File: src/hdl/htd_pkg.sv
// Shared types and constants for the Huffman table decoder.
// Used by the controller, datapath, top level, result checker and testbench.
// No dependencies.
package htd_pkg;

	// Default sizing, handed down to the top-level parameters
	localparam int TABLE_ENTRIES_DEF = 256;
	localparam int MAX_CODE_LEN_DEF  = 32;

	// Field widths
	localparam int INDEX_W = 8;
	localparam int SYM_W   = 8;
	localparam int CODE_W  = 32;
	localparam int LEN_W   = 6;
	localparam int BYTE_W  = 8;
	localparam int COUNT_W = 32;

	// Bit position inside a code and inside the current byte
	localparam int POS_W     = 6;
	localparam int BIT_CNT_W = 3;

	// Entry cells are summarized in groups before the final priority select
	localparam int GROUP_SIZE  = 16;
	localparam int GROUP_LOW_W = 4;

	// Input item kinds
	typedef enum logic {
		OP_LOAD = 1'b0,
		OP_DATA = 1'b1
	} op_t;

	// Controller states
	typedef enum logic [1:0] {
		ST_IDLE,
		ST_COMPARE,
		ST_RESOLVE,
		ST_FLUSH
	} state_t;

	// Controller -> datapath
	typedef struct packed {
		logic in_ready;
		logic load_en;
		logic start_byte;
		logic compare;
		logic commit;
		logic flush;
	} cmd_t;

	// Datapath -> controller
	typedef struct packed {
		logic in_valid;
		op_t  in_op;
		logic stop;
		logic hit;
		logic err;
		logic hit_reach;
		logic held_valid;
		logic out_free;
		logic bit_last;
	} sts_t;

endpackage

File: src/hdl/htd_ctrl.sv
// Controller of the Huffman table decoder: sequences load, compare,
// resolve and flush steps. Depends on htd_pkg.
module htd_ctrl (
	input  logic          clk,
	input  logic          arst_n,
	input  htd_pkg::sts_t sts,
	output htd_pkg::cmd_t cmd
);

	htd_pkg::state_t state_q;
	htd_pkg::state_t state_d;

	// State register
	always_ff @(posedge clk or negedge arst_n) begin
		if (!arst_n) begin
			state_q <= htd_pkg::ST_IDLE;
		end else begin
			state_q <= state_d;
		end
	end

	// Next state and commands
	always_comb begin
		cmd     = '0;
		state_d = state_q;
		unique case (state_q)
			htd_pkg::ST_IDLE: begin
				cmd.in_ready = 1'b1;
				if (sts.in_valid) begin
					if (sts.in_op == htd_pkg::OP_LOAD) begin
						cmd.load_en = 1'b1;
					end else if (!sts.stop) begin
						cmd.start_byte = 1'b1;
						state_d        = htd_pkg::ST_COMPARE;
					end
				end
			end
			htd_pkg::ST_COMPARE: begin
				cmd.compare = 1'b1;
				state_d     = htd_pkg::ST_RESOLVE;
			end
			htd_pkg::ST_RESOLVE: begin
				// a new result first pushes the held one out; wait for room
				if (!((sts.hit || sts.err) && sts.held_valid && !sts.out_free)) begin
					cmd.commit = 1'b1;
					if (sts.hit && sts.hit_reach) begin
						state_d = htd_pkg::ST_FLUSH;
					end else if (sts.bit_last) begin
						state_d = (sts.held_valid || sts.hit || sts.err) ?
							htd_pkg::ST_FLUSH : htd_pkg::ST_IDLE;
					end else begin
						state_d = htd_pkg::ST_COMPARE;
					end
				end
			end
			htd_pkg::ST_FLUSH: begin
				if (sts.out_free) begin
					cmd.flush = 1'b1;
					state_d   = htd_pkg::ST_IDLE;
				end
			end
			default: state_d = htd_pkg::ST_IDLE;
		endcase
	end

`ifndef NO_ASSERTIONS
	// at most one datapath action per cycle
	a_cmd_excl: assert property (@(posedge clk) disable iff (!arst_n)
		$onehot0({cmd.load_en, cmd.start_byte, cmd.compare, cmd.commit, cmd.flush}))
		else $error("conflicting datapath commands");
`endif

endmodule

File: config.mk
export PLATFORM = sky130hd
export DESIGN_NAME = htd_ctrl
export DESIGN_NICKNAME = d
export VERILOG_FILES = /design/src/hdl/htd_pkg.sv /design/src/hdl/htd_ctrl.sv
export SDC_FILE = /design/constraint.sdc
export NUM_CORES = 1
export LEC_CHECK = 0
export ABC_AREA = 1
export BUFFER_PORTS_ARGS = -buffer_cell sky130_fd_sc_hd__clkbuf_2
export CAP_MARGIN = 0
export CORE_AREA = 2 2 39 41
export DETAILED_ROUTE_END_ITERATION = 16
export DIE_AREA = 0 0 41 43
export PLACE_DENSITY_LB_ADDON = 0.25
export SLEW_MARGIN = 40
export SYNTH_ARGS = -nofsm -noshare
export SYNTH_HDL_FRONTEND = slang
export SYNTH_SLANG_ARGS = --single-unit
export TNS_END_PERCENT = 100
File: constraint.sdc
create_clock -name clk -period 1.3 [get_ports clk]
set_input_delay 0.195 -clock clk [delete_from_list [all_inputs] [get_ports clk]]
set_output_delay 0.195 -clock clk [all_outputs]
set_load 0.05 [all_outputs]
==> impl_metrics.yaml <==
sta:
  maxSlewViolCount: 0
  rsz0062_at_grt: "true"
  worst_slew_pin_slew_ns: 0.227
  fin_crit_ns: 1.33
  setup_viol: 1
  fin_worst_skew_ns: 0.00128
  relSlewSlack_pct: 84.8
  finalHoldViolCount: 0
  whs_ns: 0.297
  period_share_pct: 102
  fin_ws_ns: -0.0310
  fmax_ghz: 0.751
clock_tree:
  post_cts_buffers: 0
  cts_buffers: 3
  cts.sinks: 2
  cts_tree: "yes"
  clk_latency_ns: 0.22
  clk_pin_slew_ns: 0.03
  cts_root_buf: "clkbuf_4"
  cts.path.max_buffers: 2
  h-tree-depth: 1
logic_synthesis:
  yosys_warnings: 0
  syn_inst: 39
  synth_area_leaders: "nand2_1 (31%), dfrtp_1 (25%), nor2_1 (13%)"
  synth_flop_cell: "dfrtp_1"
  synth_edf_count: 0
  ys_seq_elements: 2
  ys_seq_area_share_pct: 24.5
  avgSynthCellArea_sq_um: 5.23
  syn_area_sq_um: 204
  async_reset_ff_share_pct: 100
  synth_fp_nets: 50
  synth_top_area_cell: "nand2_1"
  synth_top_area_share_pct: 31.3
  synth_cell_type_count: 12
  ys_top_cells_by_count: "nand2_1 (17), nor2_1 (7), inv_1 (5)"
  synth_most_common_cell: "nand2_1"
global_routing:
  grt_overflow: 0
  grt_pass1_wl_um: 876
  antenna_found_initial: 0
  grt_pass1_vias: 256
  grt_usage_pct: 7.64
  grt_max_degree: 5
min_path:
  hold_path_class: "in2async"
die:
  initial_core_util_pct: 14.7
  core_sq_mm: 0.00138
  die_h_um: 43
  ios: 17
  row_count: 14
  fp.dieArea_sq_mm: 0.00176
  chipWidth_um: 41
cells_and_area:
  reg_top3: "state_q (2)"
  drive_gt1_share_pct: 50.0
  regArea_sq_um: 50.0
  n_fill_cell: 155
  fin_nets: 75
  largest_reg_flops: 2
  area_growth_pct: 114
  multi_input_area_sq_um: 159
  top_register: "state_q"
  num_antenna_cells: 0
drt:
  wl_um: 558
  wl_per_cell_um: 7.15
  drtIter0Drc: 4
  first_pass_iters: 4
  post-route-drc-count: 0
  vias: 295
  vias_per_cell: 3.78
  ant_nets: 0
power_and_ir_drop:
  power_uw: 934
  p_per_area_mw_per_mm2: 2140
  ir_worst_vdd_v: 0.000796
  leakagePower_uw: 0.000241
worst_setup_path:
  start_kind: "flip-flop"
  critPathKind: "reg2out"
  r2r_slack_ns: 0.28
  setup.worst_path.start: "state_q[0]"
  cp-end-kind: "output port"
  crit_arrival_ns: 1.14
  crit_fanout: 4
  critPathRequiredTime_ns: 1.11
  r2r_start: "state_q[0]"
run:
  cap_violations: 0
run_status:
  status: "complete, but fails checks"
  failed_checks: "negative setup slack"
place:
  gp_congestion: 0.712
  io_buffers: 16
## cells in the final DEF, fill, tap and decap left out
cell           netlist  final
clkbuf_8             0      2
o21ai_1              1      1
clkbuf_2             0     10
nand2_2              1      1
and3_1               1      1
inv_1                5      3
buf_4                0      4
nor3_2               0      1
dfrtp_1              2      2
nor2_1               7      5
clkbuf_4             0      3
buf_6                0      1
nand3_1              1      1
inv_2                1      2
clkinvlp_4           0      1
dlygate4sd3_1        0      1
nand2_1             17     16
o21ai_0              1      1
a21oi_2              1      1
nand2_4              0      1
nor2_4               0      2
buf_8                0      2
## cell families (layout without fill, tap and decap cells)
logic type / count (synthesis) / count (layout) / share of synthesized area, %
AOI/OAI and AO/OA: 3 / 3 / 9.20
buffers and inverters: 6 / 29 / 11.0
DFF: 2 / 2 / 24.5
and+or+nand+nor: 28 / 28 / 55.2
## per-layer routing
metal | vias to the layer above | wire length, um | global-route usage, %
met1 | 123 | 221 | 8.39
met3 | 0 | 29 | 3.14
met4 | 0 | 0 | 6.00
met2 | 7 | 307 | 10.9
li1 | 165 | - | -
met5 | - | 0 | 0
## stage by stage
stage / cells / util (%) / area [sq um] / TNS, ns / setup slack [ns]
global route: 78 / 31.6 / 437 / -0.275 / -0.0963
floorplan: 39 / - / 223 / -0.135 / -0.0758
global placement: 74 / 25.0 / 345 / 0 / 0.0502
finish: 78 / 31.6 / 437 / -0.0310 / -0.0310
CTS: 78 / 31.1 / 430 / -0.0738 / -0.0588
detailed placement: 74 / 25.0 / 345 / 0 / 0.0324
## critical path, cell delays in order (launching register included)
cell and delay [ns]:
dfrtp_1 0.40, inv_2 0.09, nand2_4 0.06, clkinvlp_4 0.07, nand2_2 0.06, nor2_4 0.09
buf_8 0.15
## path summary, 6_finish.rpt
| kind | to | cells past startpoint |
|---|---|---|
| hold / removal | state_q[1] | 2 |
| min in group clk | state_q[0] | 4 |
| setup reg to reg | state_q[0] | 6 |
| setup / recovery | cmd[4] | 6 |
| hold reg to reg | state_q[0] | 2 |
| max in group asynchronous | state_q[0] | 2 |
## what timing repair did
action / 4_1_cts / 5_1_grt
endpoints found under the setup margin: 5 / 6
hold buffers: 1 / 0
resized for setup: 14 / 5
pin swaps: 2 / 0
cloned: 0 / 0
endpoints found under the hold margin: 2 / 0
## area by class of cell
type	count	area share, %
clock buffer	3	5.16
tap	16	4.58
inverter	6	6.02
multi-input combinational	31	36.4
timing repair buffer	20	36.4
sequential	2	11.5
## where the power goes
| group | internal [uW] | switching, uW |
|---|---|---|
| Combinational | 262 | 427 |
| Clock | 102 | 32.0 |
| Sequential | 89.4 | 21.8 |
(Power assumes the default switching activity.)
